**config.mk**
```make
export PLATFORM = sky130hd
export DESIGN_NAME = fnps_rank
export DESIGN_NICKNAME = d
export VERILOG_FILES = /design/src/hdl/fnps_pkg.sv /design/src/hdl/fnps_rank.sv
export SDC_FILE = /design/constraint.sdc
export NUM_CORES = 2
export LEC_CHECK = 0
export ABC_AREA = 1
export BUFFER_PORTS_ARGS = -buffer_cell sky130_fd_sc_hd__buf_2
export CORE_ASPECT_RATIO = 1.25
export CORE_UTILIZATION = 25
export DETAILED_ROUTE_END_ITERATION = 10
export PLACE_DENSITY = 0.45
export SYNTH_ARGS = -nofsm -noshare
export SYNTH_HDL_FRONTEND = slang
export SYNTH_SLANG_ARGS = --single-unit
```
**constraint.sdc**
```tcl
create_clock -name clk_i -period 43.5 [get_ports clk_i]
set_clock_uncertainty 0.1 [all_clocks]
set_input_delay 8.7 -clock clk_i [delete_from_list [all_inputs] [get_ports clk_i]]
set_output_delay 8.7 -clock clk_i [all_outputs]
set_load 0.01 [all_outputs]
```
**src/hdl/fnps_pkg.sv**
```systemverilog
package fnps_pkg;

  // default parameter values
  localparam int unsigned LIST_DEPTH_DEF    = 10;
  localparam int unsigned REF_DIV_MIN_DEF   = 1;
  localparam int unsigned MAX_OUT_DIV_DEF   = 16;
  localparam int unsigned ERR_FRAC_BITS_DEF = 16;

  // fixed sizes
  localparam int unsigned HZ_PER_MHZ  = 1000000;
  localparam int unsigned OD_SLOTS    = 7;
  localparam int unsigned QUEUE_DEPTH = 2;
  localparam int unsigned CFG_DATA_W  = 20;
  localparam int unsigned CFG_IDX_W   = 3;
  localparam int unsigned KEPT_W      = 5;
  localparam int unsigned DVD_W       = 64;
  localparam int unsigned DVS_W       = 32;
  localparam int unsigned ERR_W       = 48;

  localparam logic [ERR_W-1:0] ERR_MAX = '1;

  // configuration register indexes
  typedef enum logic [CFG_IDX_W-1:0] {
    REG_REF_DIV_MAX = 3'd0,
    REG_INT_MIN     = 3'd1,
    REG_INT_MAX     = 3'd2,
    REG_MOD_MAX     = 3'd3,
    REG_REF_MHZ     = 3'd4,
    REG_VCO_MIN     = 3'd5,
    REG_VCO_MAX     = 3'd6,
    REG_GOOD_ERR    = 3'd7
  } cfg_idx_e;

  typedef struct packed {
    logic [9:0]  ref_div_max;
    logic [15:0] int_min;
    logic [15:0] int_max;
    logic [11:0] mod_max;
    logic [7:0]  ref_mhz;
    logic [12:0] vco_min_mhz;
    logic [12:0] vco_max_mhz;
    logic [19:0] good_err_hz;
  } cfg_t;

  // one queued request with its divider classification
  typedef struct packed {
    logic [31:0]         target_hz;
    logic [3:0]          rank;
    logic [OD_SLOTS-1:0] vco_ok;
  } req_t;

  // one ranked pll setting
  typedef struct packed {
    logic [15:0]      int_value;
    logic [11:0]      frac_value;
    logic [11:0]      modulus;
    logic [9:0]       ref_div;
    logic [2:0]       out_div_log2;
    logic [7:0]       band_div;
    logic [ERR_W-1:0] freq_error;
  } setting_t;

  typedef struct packed {
    logic             start;
    logic [DVD_W-1:0] dividend;
    logic [DVS_W-1:0] divisor;
  } div_req_t;

  typedef struct packed {
    logic             done;
    logic [DVD_W-1:0] quotient;
    logic [DVS_W-1:0] remainder;
  } div_rsp_t;

  typedef struct packed {
    logic     clear;
    logic     ins;
    setting_t entry;
  } list_cmd_t;

  typedef struct packed {
    logic              busy;
    logic [KEPT_W-1:0] kept;
  } list_stat_t;

endpackage

```
**src/hdl/fnps_rank.sv**
```systemverilog
module fnps_rank #(
  parameter int unsigned LIST_DEPTH    = fnps_pkg::LIST_DEPTH_DEF,
  parameter int unsigned ERR_FRAC_BITS = fnps_pkg::ERR_FRAC_BITS_DEF
) (
  input  logic                 clk_i,
  input  logic                 rst_ni,
  input  logic [19:0]          good_err_hz_i,
  input  fnps_pkg::list_cmd_t  cmd_i,
  input  logic [3:0]           rank_i,
  output fnps_pkg::list_stat_t stat_o,
  output fnps_pkg::setting_t   sel_o
);
  import fnps_pkg::*;

  localparam int unsigned IdxW = (LIST_DEPTH > 1) ? $clog2(LIST_DEPTH) : 1;
  localparam int unsigned PosW = $clog2(LIST_DEPTH + 1);

  setting_t              ent_q [LIST_DEPTH];
  setting_t              ent_d [LIST_DEPTH];
  setting_t              new_q;
  logic [LIST_DEPTH-1:0] beat_q, beat_d;
  logic                  cmp_q, ins_q;
  logic [KEPT_W-1:0]     kept_q, kept_d;
  logic [PosW-1:0]       pos;
  logic [ERR_W-1:0]      thresh;
  logic                  both_good;
  logic [KEPT_W-1:0]     sel_idx;

  assign thresh = ERR_W'(good_err_hz_i) << ERR_FRAC_BITS;

  // compare the new setting against every kept one
  always_comb begin
    both_good = 1'b0;
    for (int i = 0; i < LIST_DEPTH; i++) begin
      both_good = (new_q.freq_error < thresh) && (ent_q[i].freq_error < thresh);
      if (both_good && (new_q.modulus != ent_q[i].modulus)) begin
        beat_d[i] = new_q.modulus > ent_q[i].modulus;
      end else begin
        beat_d[i] = new_q.freq_error < ent_q[i].freq_error;
      end
      beat_d[i] = beat_d[i] && (KEPT_W'(i) < kept_q);
    end
  end

  // first kept entry beaten, else the end of the list
  always_comb begin
    pos = PosW'(kept_q);
    for (int i = LIST_DEPTH - 1; i >= 0; i--) begin
      if (beat_q[i]) begin
        pos = PosW'(i);
      end
    end
  end

  // insert and shift the tail down
  always_comb begin
    for (int i = 0; i < LIST_DEPTH; i++) begin
      ent_d[i] = ent_q[i];
      if (ins_q && (pos < PosW'(LIST_DEPTH))) begin
        if (PosW'(i) == pos) begin
          ent_d[i] = new_q;
        end else if ((PosW'(i) > pos) && (i > 0)) begin
          ent_d[i] = ent_q[(i > 0) ? i - 1 : 0];
        end
      end
    end
    kept_d = kept_q;
    if (cmd_i.clear) begin
      kept_d = '0;
    end else if (ins_q && (pos < PosW'(LIST_DEPTH)) &&
                 (kept_q < KEPT_W'(LIST_DEPTH))) begin
      kept_d = kept_q + 1'b1;
    end
  end

  always_ff @(posedge clk_i or negedge rst_ni) begin
    if (!rst_ni) begin
      cmp_q  <= 1'b0;
      ins_q  <= 1'b0;
      kept_q <= '0;
    end else begin
      cmp_q  <= cmd_i.ins && !cmd_i.clear;
      ins_q  <= cmp_q && !cmd_i.clear;
      kept_q <= kept_d;
    end
  end

  always_ff @(posedge clk_i) begin
    if (cmd_i.ins) begin
      new_q <= cmd_i.entry;
    end
    beat_q <= beat_d;
    for (int i = 0; i < LIST_DEPTH; i++) begin
      ent_q[i] <= ent_d[i];
    end
  end

  // rank past the end returns the last kept entry
  assign sel_idx = ({1'b0, rank_i} >= kept_q) ? kept_q - 1'b1 : KEPT_W'(rank_i);
  assign sel_o   = ent_q[sel_idx[IdxW-1:0]];

  assign stat_o.busy = cmp_q || ins_q;
  assign stat_o.kept = kept_q;

endmodule

```
==> results by group <==
Run status
  • Outcome: finished with violations
  • Failing checks: design-rule violations

Place
  • HPWL after detailed placement: 199,600 um
  • Worst slack at placement: 21.13 ns
  • Count of input and output buffers: 251
  • Instance area at placement: 0.08440 sq mm
  • Weighted congestion at the end of routability-driven global placement: 0.8905

Synth
  • Flops & latches, synth: 1,216
  • Top cells by area in the synthesized netlist: edfxtp_1 (45%), nand2_1 (13%), ha_1 (13%)
  • Library cell occupying the most area in the post-synthesis netlist: edfxtp_1
  • Sequential fraction of the synthesis area: 0.4595
  • Number of distinct library cell variants in the gate-level netlist after synthesis: 47
  • Most numerous cell in the Yosys netlist: nand2_1
  • Area fraction of the dominant cell type after synthesis: 0.4548
  • Number of flops mapped to enable cells by yosys: 1,199
  • Syn_area_per_cell: 8.373 sq um
  • Ranking of synthesized cells by instance count: nand2_1 (2,691), inv_1 (1,309), edfxtp_1 (1,199), o21ai_0 (920), nand3_1 (828)
  • Netlist Area Pre-Place: 0.07916 sq mm
  • Most used DFF post-synth: edfxtp_1
  • Syn Nets: 10,397
  • YS warnings: 0
  • Syn Inst Count: 9,455
  • FFs w/ async S/R, synth: 0.005757

Power
  • Leakage Power: 39.97 nW
  • Maximum vdd drop: 0.00003274 V
  • Total power divided by cell area: 44.03 mW/mm^2

Route
  • Via count of the routed design: 66,818
  • Average detailed-routed wire length per instance: 21.97 um
  • Antenna Violating Nets Remaining: 0
  • Drt via density: 4.835
  • First drt pass iteration count: 9
  • DRC violation total after the first TritonRoute iteration: 4,898
  • Number of remaining DRC errors: 24
  • Detailed-route wire length: 303,700 um

CTS
  • CTS tree: yes
  • Total of cells resized after clock tree synthesis: 0
  • Longest Clk Path Bufs: 4
  • CTS clk-pin slew, worst paths: 0.06 ns
  • Worst skew pair latency: 0.88 ns
  • Number of buffers created by CTS: 159
  • Clock H-tree levels: 4
  • Number of sinks on the clock net: 1,216
  • Post-CTS Hold Buffers: 0
  • Clock root buffer: clkbuf_16
  • Total setup buffers inserted after CTS: 0

Setup path
  • Type of the worst setup path: primary input to primary output
  • CP Launch Type: primary input
  • CP Capture Type: primary output
  • Arr. time, crit path: 13.53 ns
  • Required time at the worst-slack endpoint: 34.70 ns
  • Biggest fanout along the worst timing path: 186

Timing
  • Sum of negative setup slack: 0 ns
  • Number of endpoints failing setup at the final stage: 0
  • Final clock period utilization by the worst path: 0.5133
  • Unrepaired setup endpoints after global routing: false
  • Slew HR: 0.1524
  • Fin. Hold Viols: 0
  • Clock period minus worst slack: 22.33 ns
  • Setup ws final: 21.17 ns
  • Max-slew violation count: 0
  • Worst Tran Pin Value: 1.271 ns
  • Peak Freq: 0.04479 GHz

Worst hold path
  • Type of the tightest min-delay check: register to register

Floorplan
  • Initial Utilization: 0.2517
  • Die area: 0.3189 sq mm
  • Std cell rows: 230
  • Number of ports placed on the die boundary: 252
  • CORE AREA: 0.3145 sq mm
  • Die X-Extent: 505.3 um
  • Floorplan die height: 631.1 um

Layout
  • # nets final: 10,468
  • Final core utilization: 0.2838
  • Fill cell count: 33,647
  • Fraction of layout cells with a size suffix above 1: 0.06175
  • Final design area excluding fillers: 0.08927 sq mm
  • Area grow syn2layout: 12.77%

Run
  • Number of maximum-capacitance violations: 0

Global routing
  • Number of global-route vias before repair: 66,334
  • Combined global-route utilization of all metal layers: 0.1863
  • Wire length of the first global-routing pass: 443,100 um
  • Aggregate global routing overflow: 0
  • Initial antenna violation count: 18
  • Pin count of the biggest net entering global routing: 193
[kinds of logic (layout without fill, tap and decap cells)]
| kind of cell | Yosys count | in the layout | synth area share |
|---|---|---|---|
| AND/OR/NAND/NOR | 3922 | 3922 | 0.2052 |
| XOR/XNOR | 4 | 4 | 0.0004426 |
| buffers and inverters | 1757 | 1938 | 0.09082 |
| AO/OA/AOI/OAI | 1751 | 1751 | 0.1168 |
| other | 0 | 8 | 0 |
| flip-flops | 1216 | 1216 | 0.4595 |
| adder cells (fa/ha/maj) | 805 | 805 | 0.1272 |
[layer usage]
layer	track usage	vias up	wire length [um]
met2	0.3193	1964	144900
met1	0.2346	32294	130000
li1	-	32016	-
met5	0	-	31
met4	0.08144	4	13860
met3	0.02162	540	14920
[report_power, final]
group / switching, mW / total, mW / internal [mW]
Clock: 0.547 / 1.30 / 0.751
Sequential: 0.0538 / 1.45 / 1.40
Combinational: 0.858 / 1.18 / 0.325
Total: 1.46 / 3.93 / 2.47
[layout make-up]
cell class | count | area (sq um) | share of cell area
Tap cell | 4176 | 5225 | 0.05853
Clock inverter | 73 | 613.1 | 0.006867
Timing Repair Buffer | 344 | 2036 | 0.02280
Multi-Input combinational cell | 6482 | 35760 | 0.4006
Clock buffer | 198 | 4242 | 0.04751
Inverter | 1323 | 4996 | 0.05596
Sequential cell | 1216 | 36380 | 0.4075
Antenna cell | 8 | 20.02 | 0.0002242
[flip-flops by register name, indices dropped and copies added, names as in the netlist]
register and flops:
ent_q 1090, cmp_q 1, new_q 109, beat_q 10, kept_q 5, ins_q 1
[worst paths after layout]
kind | from | end | slack, ns | depth (start not counted)
worst max-delay path | rank_i[3] | sel_o[85] | 21.17 | 16
worst min-delay path | cmp_q | ins_q | 0.37 | 2
worst max register to register | kept_q[3] | ent_q[5][5] | 38.08 | 9
worst min register to register | cmp_q | ins_q | 0.37 | 2
max in group asynchronous | rst_ni | kept_q[0] | 35.45 | 1
min in group asynchronous | rst_ni | kept_q[4] | 7.64 | 1
[metrics by stage]
step | hold WS, ns | instances | power, mW
after floorplan | 0.3452 | 9455 | 2.185
after global placement | 0.3569 | 13541 | 2.652
after detailed placement | 0.3572 | 13541 | 2.667
after CTS | 0.3701 | 13812 | 3.985
after global routing | 0.4303 | 13815 | 4.138
final | 0.3719 | 13820 | 3.931
[cell usage in the layout, fill, tap and decap left out, drive strengths merged, types with 2 or more instances in the layout]
cell	count
nand2	2696
inv	1320
edfxtp	1199
o21ai	1166
nand3	829
ha	805
a21oi	408
buf	344
nor2	201
clkbuf	198
o211ai	74
nand4	68
clkinv	64
nor3	63
o21bai	53
nor4	39
o21a	22
bufinv	11
o31a	10
dfxtp	10
diode	8
a21o	8
nor3b	7
dfrtp	7
or2	7
nand3b	5
a221oi	4
and3	4
a211oi	3
xnor2	2
xor2	2
o221ai	2
and2	2
[critical path, cell delays in order]
cell     delay (ns)
buf_2          0.13
ha_1           0.32
inv_1          0.08
nor2_4         0.12
nand4_1        0.23
nand3_4        0.27
nand2_1        0.18
nand2_8        0.76
buf_4          0.92
buf_12         0.71
nand2_1        0.13
nand3_1        0.13
nand3_1        0.10
nand3_1        0.13
nand2_1        0.20
buf_2          0.21
(Power assumes the default switching activity.)
