**config.mk**
```make
export PLATFORM = sky130hd
export DESIGN_NAME = fnps_div
export DESIGN_NICKNAME = d
export VERILOG_FILES = /design/src/hdl/fnps_pkg.sv /design/src/hdl/fnps_div.sv
export SDC_FILE = /design/constraint.sdc
export NUM_CORES = 1
export LEC_CHECK = 0
export BUFFER_PORTS_ARGS = -buffer_cell sky130_fd_sc_hd__buf_2
export CAP_MARGIN = 20
export CELL_PAD_IN_SITES_DETAIL_PLACEMENT = 0
export CELL_PAD_IN_SITES_GLOBAL_PLACEMENT = 1
export CORE_MARGIN = 2
export CORE_UTILIZATION = 41
export DETAILED_ROUTE_END_ITERATION = 8
export PLACE_DENSITY_LB_ADDON = 0.1
export SYNTH_ARGS = -nofsm -noshare
export SYNTH_HDL_FRONTEND = slang
export SYNTH_SLANG_ARGS = --single-unit
export TNS_END_PERCENT = 100
```
**constraint.sdc**
```tcl
create_clock -name clk_i -period 4.1 [get_ports clk_i]
set_clock_uncertainty 0.2 [all_clocks]
set_input_delay 0.205 -clock clk_i [delete_from_list [all_inputs] [get_ports clk_i]]
set_output_delay 0.205 -clock clk_i [all_outputs]
set_load 0.1 [all_outputs]
```
**src/hdl/fnps_pkg.sv**
```systemverilog
package fnps_pkg;

  // default parameter values
  localparam int unsigned LIST_DEPTH_DEF    = 10;
  localparam int unsigned REF_DIV_MIN_DEF   = 1;
  localparam int unsigned MAX_OUT_DIV_DEF   = 16;
  localparam int unsigned ERR_FRAC_BITS_DEF = 16;

  // fixed sizes
  localparam int unsigned HZ_PER_MHZ  = 1000000;
  localparam int unsigned OD_SLOTS    = 7;
  localparam int unsigned QUEUE_DEPTH = 2;
  localparam int unsigned CFG_DATA_W  = 20;
  localparam int unsigned CFG_IDX_W   = 3;
  localparam int unsigned KEPT_W      = 5;
  localparam int unsigned DVD_W       = 64;
  localparam int unsigned DVS_W       = 32;
  localparam int unsigned ERR_W       = 48;

  localparam logic [ERR_W-1:0] ERR_MAX = '1;

  // configuration register indexes
  typedef enum logic [CFG_IDX_W-1:0] {
    REG_REF_DIV_MAX = 3'd0,
    REG_INT_MIN     = 3'd1,
    REG_INT_MAX     = 3'd2,
    REG_MOD_MAX     = 3'd3,
    REG_REF_MHZ     = 3'd4,
    REG_VCO_MIN     = 3'd5,
    REG_VCO_MAX     = 3'd6,
    REG_GOOD_ERR    = 3'd7
  } cfg_idx_e;

  typedef struct packed {
    logic [9:0]  ref_div_max;
    logic [15:0] int_min;
    logic [15:0] int_max;
    logic [11:0] mod_max;
    logic [7:0]  ref_mhz;
    logic [12:0] vco_min_mhz;
    logic [12:0] vco_max_mhz;
    logic [19:0] good_err_hz;
  } cfg_t;

  // one queued request with its divider classification
  typedef struct packed {
    logic [31:0]         target_hz;
    logic [3:0]          rank;
    logic [OD_SLOTS-1:0] vco_ok;
  } req_t;

  // one ranked pll setting
  typedef struct packed {
    logic [15:0]      int_value;
    logic [11:0]      frac_value;
    logic [11:0]      modulus;
    logic [9:0]       ref_div;
    logic [2:0]       out_div_log2;
    logic [7:0]       band_div;
    logic [ERR_W-1:0] freq_error;
  } setting_t;

  typedef struct packed {
    logic             start;
    logic [DVD_W-1:0] dividend;
    logic [DVS_W-1:0] divisor;
  } div_req_t;

  typedef struct packed {
    logic             done;
    logic [DVD_W-1:0] quotient;
    logic [DVS_W-1:0] remainder;
  } div_rsp_t;

  typedef struct packed {
    logic     clear;
    logic     ins;
    setting_t entry;
  } list_cmd_t;

  typedef struct packed {
    logic              busy;
    logic [KEPT_W-1:0] kept;
  } list_stat_t;

endpackage

```
**src/hdl/fnps_div.sv**
```systemverilog
module fnps_div (
  input  logic               clk_i,
  input  logic               rst_ni,
  input  fnps_pkg::div_req_t req_i,
  output fnps_pkg::div_rsp_t rsp_o
);
  import fnps_pkg::*;

  localparam int unsigned CntW = $clog2(DVD_W);

  logic             run_q, run_d;
  logic             done_q, done_d;
  logic [CntW-1:0]  cnt_q, cnt_d;
  logic [DVD_W-1:0] quo_q, quo_d;
  logic [DVS_W-1:0] rem_q, rem_d;
  logic [DVS_W-1:0] dvs_q, dvs_d;
  logic [DVS_W:0]   rem_sh;
  logic             ge;

  // one quotient bit per cycle, restoring
  assign rem_sh = {rem_q, quo_q[DVD_W-1]};
  assign ge     = rem_sh >= {1'b0, dvs_q};

  always_comb begin
    run_d  = run_q;
    done_d = 1'b0;
    cnt_d  = cnt_q;
    quo_d  = quo_q;
    rem_d  = rem_q;
    dvs_d  = dvs_q;
    if (req_i.start) begin
      run_d = 1'b1;
      cnt_d = '0;
      quo_d = req_i.dividend;
      rem_d = '0;
      dvs_d = req_i.divisor;
    end else if (run_q) begin
      quo_d = {quo_q[DVD_W-2:0], ge};
      rem_d = ge ? DVS_W'(rem_sh - {1'b0, dvs_q}) : rem_sh[DVS_W-1:0];
      cnt_d = cnt_q + 1'b1;
      if (cnt_q == CntW'(DVD_W - 1)) begin
        run_d  = 1'b0;
        done_d = 1'b1;
      end
    end
  end

  always_ff @(posedge clk_i or negedge rst_ni) begin
    if (!rst_ni) begin
      run_q  <= 1'b0;
      done_q <= 1'b0;
      cnt_q  <= '0;
    end else begin
      run_q  <= run_d;
      done_q <= done_d;
      cnt_q  <= cnt_d;
    end
  end

  always_ff @(posedge clk_i) begin
    quo_q <= quo_d;
    rem_q <= rem_d;
    dvs_q <= dvs_d;
  end

  assign rsp_o.done      = done_q;
  assign rsp_o.quotient  = quo_q;
  assign rsp_o.remainder = rem_q;

endmodule

```
==> out/qor.csv, run 1 <==
stage;metric;value;unit
yosys;Post-Syn Nets;794;
clock_tree;worst-case clock buffer depth;2;
final_layout;post-synthesis to final-layout area growth;36.6;%
power_and_ir_drop;worst-case vdd ir drop;0.354;mV
yosys;top-area cell type share of the netlist area;0.392;
floorplan;Die Area;0.0190;mm2
timing;Finish-stage setup viols;0;
placement;final weighted congestion of routability-driven global placement;0.845;
final_layout;most common library cell in the layout ignoring fill and taps;buf_2;
floorplan;horizontal die dimension;138;um
global_routing;first-pass GRT wire length;31.4;mm
worst_setup_path;buffering stage count on the worst path with inverters included;1;
worst_setup_path;CP endpoint kind;flip-flop;
yosys;Post-Synthesis Cell Area;0.00736;mm2
yosys;Yosys cell types;62;
placement;Port-buffer cells;195;
worst_setup_path;required time at the endpoint of the critical path;4.07;ns
global_routing;number of antenna violations at the first check in global routing;0;
floorplan;effective utilization at floorplan;0.422;
worst_setup_path;biggest fanout along the worst timing path;14;
clock_tree;clock network latency to the later pin of the worst-skew pair;0.42;ns
final_layout;total area of multi-input combinational cells;0.00332;mm2
clock_tree;H-tree Lvls;4;
worst_setup_path;Crit path max-delay family;compound AO/OA/AOI/OAI gates;
clock_tree;clock-pin slew of the registers on the worst-case setup and hold paths;0.06;ns
timing;total negative slack for setup checks;0;ns
final_layout;non-filler instance count after layout;1182;
worst_setup_path;arrival time of the worst setup path;3.32;ns
worst_setup_path;class of the most critical setup path;flip-flop to flip-flop;
power_and_ir_drop;static leakage power;4.49;nW
final_layout;antenna cells;0;
clock_tree;clock sink count;136;
floorplan;Die Y;138;um
yosys;Syn. warnings;0;
job;max cap viols;0;
worst_hold_path;worst hold-check path type;input pin to flip-flop;
global_routing;via count of the first global-routing pass;6363;
timing;setup repair after global routing missed its margin;no;
final_layout;fill cell instance count of the final layout;1521;
timing;final period utilization;0.815;
global_routing;largest net degree at the start of global routing;141;
yosys;number of storage elements in the synthesis netlist;136;
yosys;leading post-synthesis cells by cell area;edfxtp_1 (39%), mux2_2 (9.8%), dfxtp_1 (8.7%), ha_1 (5.6%), dfrtp_1 (2.7%);
clock_tree;total clock buffers created by CTS;17;
clock_tree;number of gates given a new drive strength after cts;0;
final_layout;final-stage net count;1078;
floorplan;number of placement rows;48;
routing;first-pass iteration count of the detailed router;4;
clock_tree;CTS tree;done;
final_layout;commonest cells after routing, fill and taps aside;buf_2 (194), dlygate4sd3_1 (99), edfxtp_1 (96), mux2_2 (64), nor2_1 (51);
floorplan;Core Area;0.0174;mm2
yosys;post-synthesis sequential area ratio;0.506;
worst_setup_path;sequence of cells on the critical path;ha_1 > and2_1 > o21a_1 > o22ai_1 > nand2_1 > a211o_1 > a211oi_2 > nand2_2 > buf_4 > mux2_2;
placement;Cells after DPL;1052;
routing;average wire length per cell after detail routing;16.6;um
yosys;cells after synthesis;661;
worst_setup_path;startpoint class of the critical path;flip-flop;
clock_tree;number of buffers added for setup after CTS;0;
yosys;library cell with the largest summed area after synthesis;edfxtp_1;
yosys;fraction of registers with async set or reset after synthesis;0.0588;
routing;antenna viol nets, final;0;
clock_tree;clock tree root buffer cell;clkbuf_16;
timing;Slew headroom;0.445;
routing;via count;6015;
timing;final worst path period need;3.34;ns
run_status;status;complete, no violations;
routing;detailed-route vias per instance;5.09;
worst_setup_path;CP max stage cell;ha_1;
yosys;most instantiated flip-flop cell in the synthesis netlist;edfxtp_1;
final_layout;fraction of layout cells with a size suffix above 1;0.325;
routing;Remaining DRCs;0;
power_and_ir_drop;Pwr Density;654;mW/mm2
timing;highest clock rate;0.299;GHz
floorplan;number of ports placed on the die boundary;196;
global_routing;GRT Resource Usage Total;0.212;
yosys;number of flops mapped to enable cells by yosys;96;
timing;final count of pins violating max slew;0;
global_routing;total grt overflow;0;
timing;total count of hold-check failures in the final report;0;
placement;HPWL reported at the end of detailed placement;13.4;mm
routing;WL final;19.7;mm
yosys;mean instance size in the synthesized netlist;11.1;um2
routing;violation count after the first detailed-routing iteration;251;
final_layout;Seq. cell area;0.00372;mm2
worst_setup_path;Largest stage delay, worst path;0.37;ns
timing;worst slew pin tran;0.832;ns
## registers in the layout, summed over array words and instances, names as in the netlist
register / flops
quo_q: 64
run_q: 1
dvs_q: 32
cnt_q: 6
rem_q: 32
done_q: 1
## repair_timing
action	4_1_cts	5_1_grt
endpoints found under the hold margin	105	0
endpoints found under the setup margin	0	0
hold buffers	99	0
## worst reg2reg max path: stages, from the launching register on
cell and delay [ns]:
dfxtp_1 0.33, ha_1 0.37, and2_1 0.20, o21a_1 0.20
o22ai_1 0.20, nand2_1 0.08, a211o_1 0.30, a211oi_2 0.36
nand2_2 0.28, buf_4 0.28, mux2_2 0.28
## cell type report
class                      instances  area share
sequential                       136       0.371
multi-input combinational        448       0.331
timing repair buffer             301       0.203
clock buffer                      17      0.0424
tap                              225      0.0280
inverter                          41      0.0153
clock inverter                    14      0.0102
## routing by layer
layer / up-vias / share of wire / GRT usage
met2: 181 / 0.48 / 0.354
li1: 3009 / - / -
met4: 0 / 0.011 / 0.0561
met1: 2802 / 0.44 / 0.263
met3: 23 / 0.066 / 0.0724
met5: - / 0 / 0
## worst paths after layout
check	endpoint	slack, ns	from	cells after the start
setup / recovery	quo_q[0]	0.76	rem_q[21]	10
hold / removal	dvs_q[25]	0.29	req_i[25]	2
setup reg to reg	quo_q[0]	0.76	rem_q[21]	10
hold reg to reg	rem_q[22]	0.31	rem_q[22]	2
max in group asynchronous	run_q	2.85	rst_ni	3
min in group asynchronous	cnt_q[0]	0.56	rst_ni	3
## kinds of logic after synthesis
| family | synth area share |
|---|---|
| xor gates and xnor gates | 0.0369 |
| muxes | 0.113 |
| and+or+nand+nor | 0.113 |
| DFF | 0.506 |
| AOI/OAI and AO/OA | 0.129 |
| adders and majority gates | 0.0589 |
| buffers and inverters | 0.0422 |
## report_power, final
group / total, mW / switching (mW) / internal (mW)
combinational: 3.30 / 2.39 / 0.906
sequential: 1.88 / 0.170 / 1.71
clock: 1.40 / 0.625 / 0.772
total: 6.57 / 3.19 / 3.38
## synthesized netlist by cell type, types with 7 or more instances
cell type,count
buf_2,8
inv_1,41
ha_1,33
dfxtp_1,32
dfrtp_1,8
nor3_1,8
a21o_1,17
edfxtp_1,96
a21oi_1,36
xor2_1,16
nand3_1,12
clkbuf_1,20
a311oi_1,11
a211oi_1,16
a31oi_1,7
o21ai_0,15
mux2i_1,11
nor2_1,51
and2_1,7
nand2_1,45
xnor2_1,15
mux2_2,64
## metrics by stage
stage / setup WS [ns] / power, mW / instance area [um2] / util / hold slack [ns]
floorplan: 0.444 / 4.52 / 7360 / - / -0.291
global placement: 0.868 / 5.11 / 8530 / 0.490 / -0.151
detailed placement: 0.772 / 5.12 / 8530 / 0.490 / -0.144
CTS: 0.758 / 6.62 / 10000 / 0.577 / 0.273
global route: 0.548 / 6.91 / 10000 / 0.577 / 0.285
finish: 0.757 / 6.57 / 10000 / 0.577 / 0.290
Power figures use the tool's default switching activity.
==> run 2: changes to the inputs <==
CORE_UTILIZATION = 37   (was 41)
clock period = 2.9 ns   (was 4.1 ns; I/O delays follow)
==> out/qor.csv, run 2 (synthesized netlist as in run 1, its figures left out) <==
stage;metric;value;unit;change
run_status;status;finished with violations;;
run_status;violations in the final reports;setup timing;;
timing;Finish-stage setup viols;6;;+6
routing;detailed-route vias per instance;4.94;;-2.9%
worst_setup_path;depth of the worst register-to-register path;13;;+3
power_and_ir_drop;switching fraction of total power;0.458;;-0.0272
worst_setup_path;CP startpoint;dvs_q[26];;
placement;Port-buffer cells;195;;unchanged
worst_setup_path;CP endpoint kind;flip-flop;;
worst_hold_path;endpoint with the worst hold slack;dvs_q[25];;
timing;total count of hold-check failures in the final report;0;;unchanged
final_layout;final-stage net count;1161;;+7.7%
worst_hold_path;worst hold-check path type;input pin to flip-flop;;
routing;average wire length per cell after detail routing;16.4;um;-1.3%
routing;violation count after the first detailed-routing iteration;261;;+4.0%
final_layout;final cell utilization of the core;0.587;;+0.0107
final_layout;post-synthesis to final-layout area growth;55.4;%;
timing;final period utilization;1.01;;+0.195
worst_setup_path;required time at the endpoint of the critical path;3.03;ns;-1.04 ns
final_layout;commonest cells after routing, fill and taps aside;buf_2 (194), dlygate4sd3_1 (99), edfxtp_1 (96), buf_4 (78), mux2_2 (64);;
final_layout;most common library cell in the layout ignoring fill and taps;buf_2;;
power_and_ir_drop;final total power;10.9;mW;+66%
worst_setup_path;Reg-to-Reg End;rem_q[10];;
clock_tree;clock network latency to the later pin of the worst-skew pair;0.42;ns;about the same
routing;Remaining DRCs;0;;unchanged
worst_hold_path;number of cells on the worst hold path;2;;unchanged
job;max cap viols;0;;unchanged
routing;antenna viol nets, final;0;;unchanged
timing;final worst path period need;2.93;ns;-0.412 ns
final_layout;max FFs per register;64;;unchanged
timing;Slew headroom;0.502;;+0.0568
power_and_ir_drop;internal power;5.92;mW;+75%
power_and_ir_drop;part of the power in registers;0.249;;-0.036
floorplan;Die Y;145;um;+5.1%
clock_tree;clock tree root buffer cell;clkbuf_16;;
floorplan;effective utilization at floorplan;0.378;;-0.0444
worst_setup_path;CP max stage cell;edfxtp_1;;
timing;final count of pins violating max slew;0;;unchanged
global_routing;largest net degree at the start of global routing;141;;unchanged
global_routing;number of antenna violations at the first check in global routing;0;;unchanged
global_routing;first-pass GRT wire length;34.9;mm;+11%
floorplan;Core Area;0.0195;mm2;+12%
final_layout;largest register by flop count;quo_q;;
timing;worst slew pin tran;0.747;ns;-0.0853 ns
timing;total negative slack for setup checks;-0.109;ns;-0.109 ns
final_layout;biggest regs;quo_q: 64 flops, dvs_q: 32 flops, rem_q: 32 flops;;
placement;HPWL reported at the end of detailed placement;14.3;mm;+7.3%
clock_tree;CTS tree;done;;
final_layout;antenna cells;0;;unchanged
routing;WL final;21.4;mm;+9.0%
clock_tree;H-tree Lvls;4;;unchanged
worst_setup_path;class of the most critical setup path;flip-flop to flip-flop;;
power_and_ir_drop;Pwr Density;954;mW/mm2;+46%
clock_tree;clock sink count;136;;unchanged
power_and_ir_drop;worst-case vdd ir drop;0.576;mV;+63%
timing;highest clock rate;0.341;GHz;+14%
timing;setup repair after global routing missed its margin;yes;;
power_and_ir_drop;static leakage power;5.08;nW;+13%
final_layout;fraction of layout cells with a size suffix above 1;0.480;;+0.155
power_and_ir_drop;power share of the clock group;0.201;;-0.012
floorplan;Die Area;0.0210;mm2;+10%
worst_setup_path;sequence of cells on the critical path;inv_2 > ha_4 > a21o_1 > a21o_1 > a21oi_2 > o21ai_1 > a211o_1 > a211oi_4 > buf_4 > and2_4 > buf_4 > nand2_1 > a311oi_1;;
worst_setup_path;setup slack of the most critical reg-to-reg path;-0.03;ns;-0.79 ns
clock_tree;clock-pin slew of the registers on the worst-case setup and hold paths;0.07;ns;about the same
worst_setup_path;Largest stage delay, worst path;0.38;ns;about the same
global_routing;total grt overflow;0;;unchanged
worst_setup_path;startpoint class of the critical path;flip-flop;;
worst_setup_path;arrival time of the worst setup path;3.06;ns;-0.26 ns
placement;final weighted congestion of routability-driven global placement;0.795;;-5.9%
worst_hold_path;source of the worst hold timing path;req_i[25];;
worst_setup_path;biggest fanout along the worst timing path;5;;-9
floorplan;number of placement rows;51;;+6.3%
floorplan;horizontal die dimension;145;um;+5.1%
worst_setup_path;FF-to-FF Start;dvs_q[26];;
global_routing;GRT Resource Usage Total;0.204;;-0.00746
global_routing;via count of the first global-routing pass;6823;;+7.2%
floorplan;number of ports placed on the die boundary;196;;unchanged
power_and_ir_drop;combinational share of power;0.550;;+0.048
routing;via count;6449;;+7.2%
power_and_ir_drop;net switching power;4.99;mW;+57%
routing;first-pass iteration count of the detailed router;4;;unchanged
clock_tree;total clock buffers created by CTS;17;;unchanged
timing;setup ws final;-0.0304;ns;-0.788 ns
clock_tree;worst-case clock buffer depth;2;;unchanged
## run 2: changes by cell type in the layout (fill, tap and decap cells not counted), moves of 11 or more
| cell | delta |
|---|---|
| buf_4 | +71 |
| ha_4 | +14 |
| dfxtp_2 | +18 |
| dfxtp_1 | -28 |
| ha_1 | -15 |
| a21oi_1 | -13 |
| a21oi_2 | +11 |
## run 2: timing repair
action	4_1_cts	5_1_grt
resized for setup	47	48
cloned	1	1
setup endpoints to repair	32	33
hold buffers	99	0
pin swaps	24	37
endpoints found under the hold margin	105	0
buffers inserted	12	10
## run 2: layout make-up
type	instances	area, um2
clock buffers	17	425
clock inverters	14	159
fillers	1624	8030
inverters	41	158
multi-input cells	449	3820
flip-flops and latches	136	3780
well taps	265	332
repair buffers	383	2750
## run 2: critical path, delay by kind of cell, from the launching register on
family	cells	cell delay (ns)
compound gates	7	1.43
fa+ha+maj	1	0.19
buf+inv	3	0.37
flops	1	0.38
simple gates	2	0.24
## run 2: power groups by stage
stage	sequential, mW	combinational (mW)	clock, mW
finish	2.72	6.00	2.19
global route	2.77	6.38	2.33
CTS	2.71	5.63	2.25
detailed placement	2.72	5.12	0
global placement	2.71	5.12	0
floorplan	4.59	1.91	0
## run 2: worst max path at each step
stage / end
final: rem_q[10]
after global routing: rem_q[31]
after CTS: rem_q[10]
after detailed placement: rem_q[23]
after global placement: rem_q[25]
after floorplan: rem_q[10]
## run 2: routing by layer
metal,vias up,track usage,part of all wire
li1,3171,-,-
met3,21,0.0679,0.067
met1,3071,0.251,0.43
met2,186,0.341,0.49
met4,0,0.0644,0.015
met5,-,0,0
## run 2: metrics by stage
step	hold WS [ns]	std cells	cell area, um2	setup WS [ns]
after floorplan	-0.351	661	7470	-0.370
after global placement	-0.208	1153	9170	-0.140
after detailed placement	-0.206	1153	9170	-0.191
after CTS	0.200	1296	11100	-0.0227
after global routing	0.217	1305	11400	-0.172
final	0.228	1305	11400	-0.0304
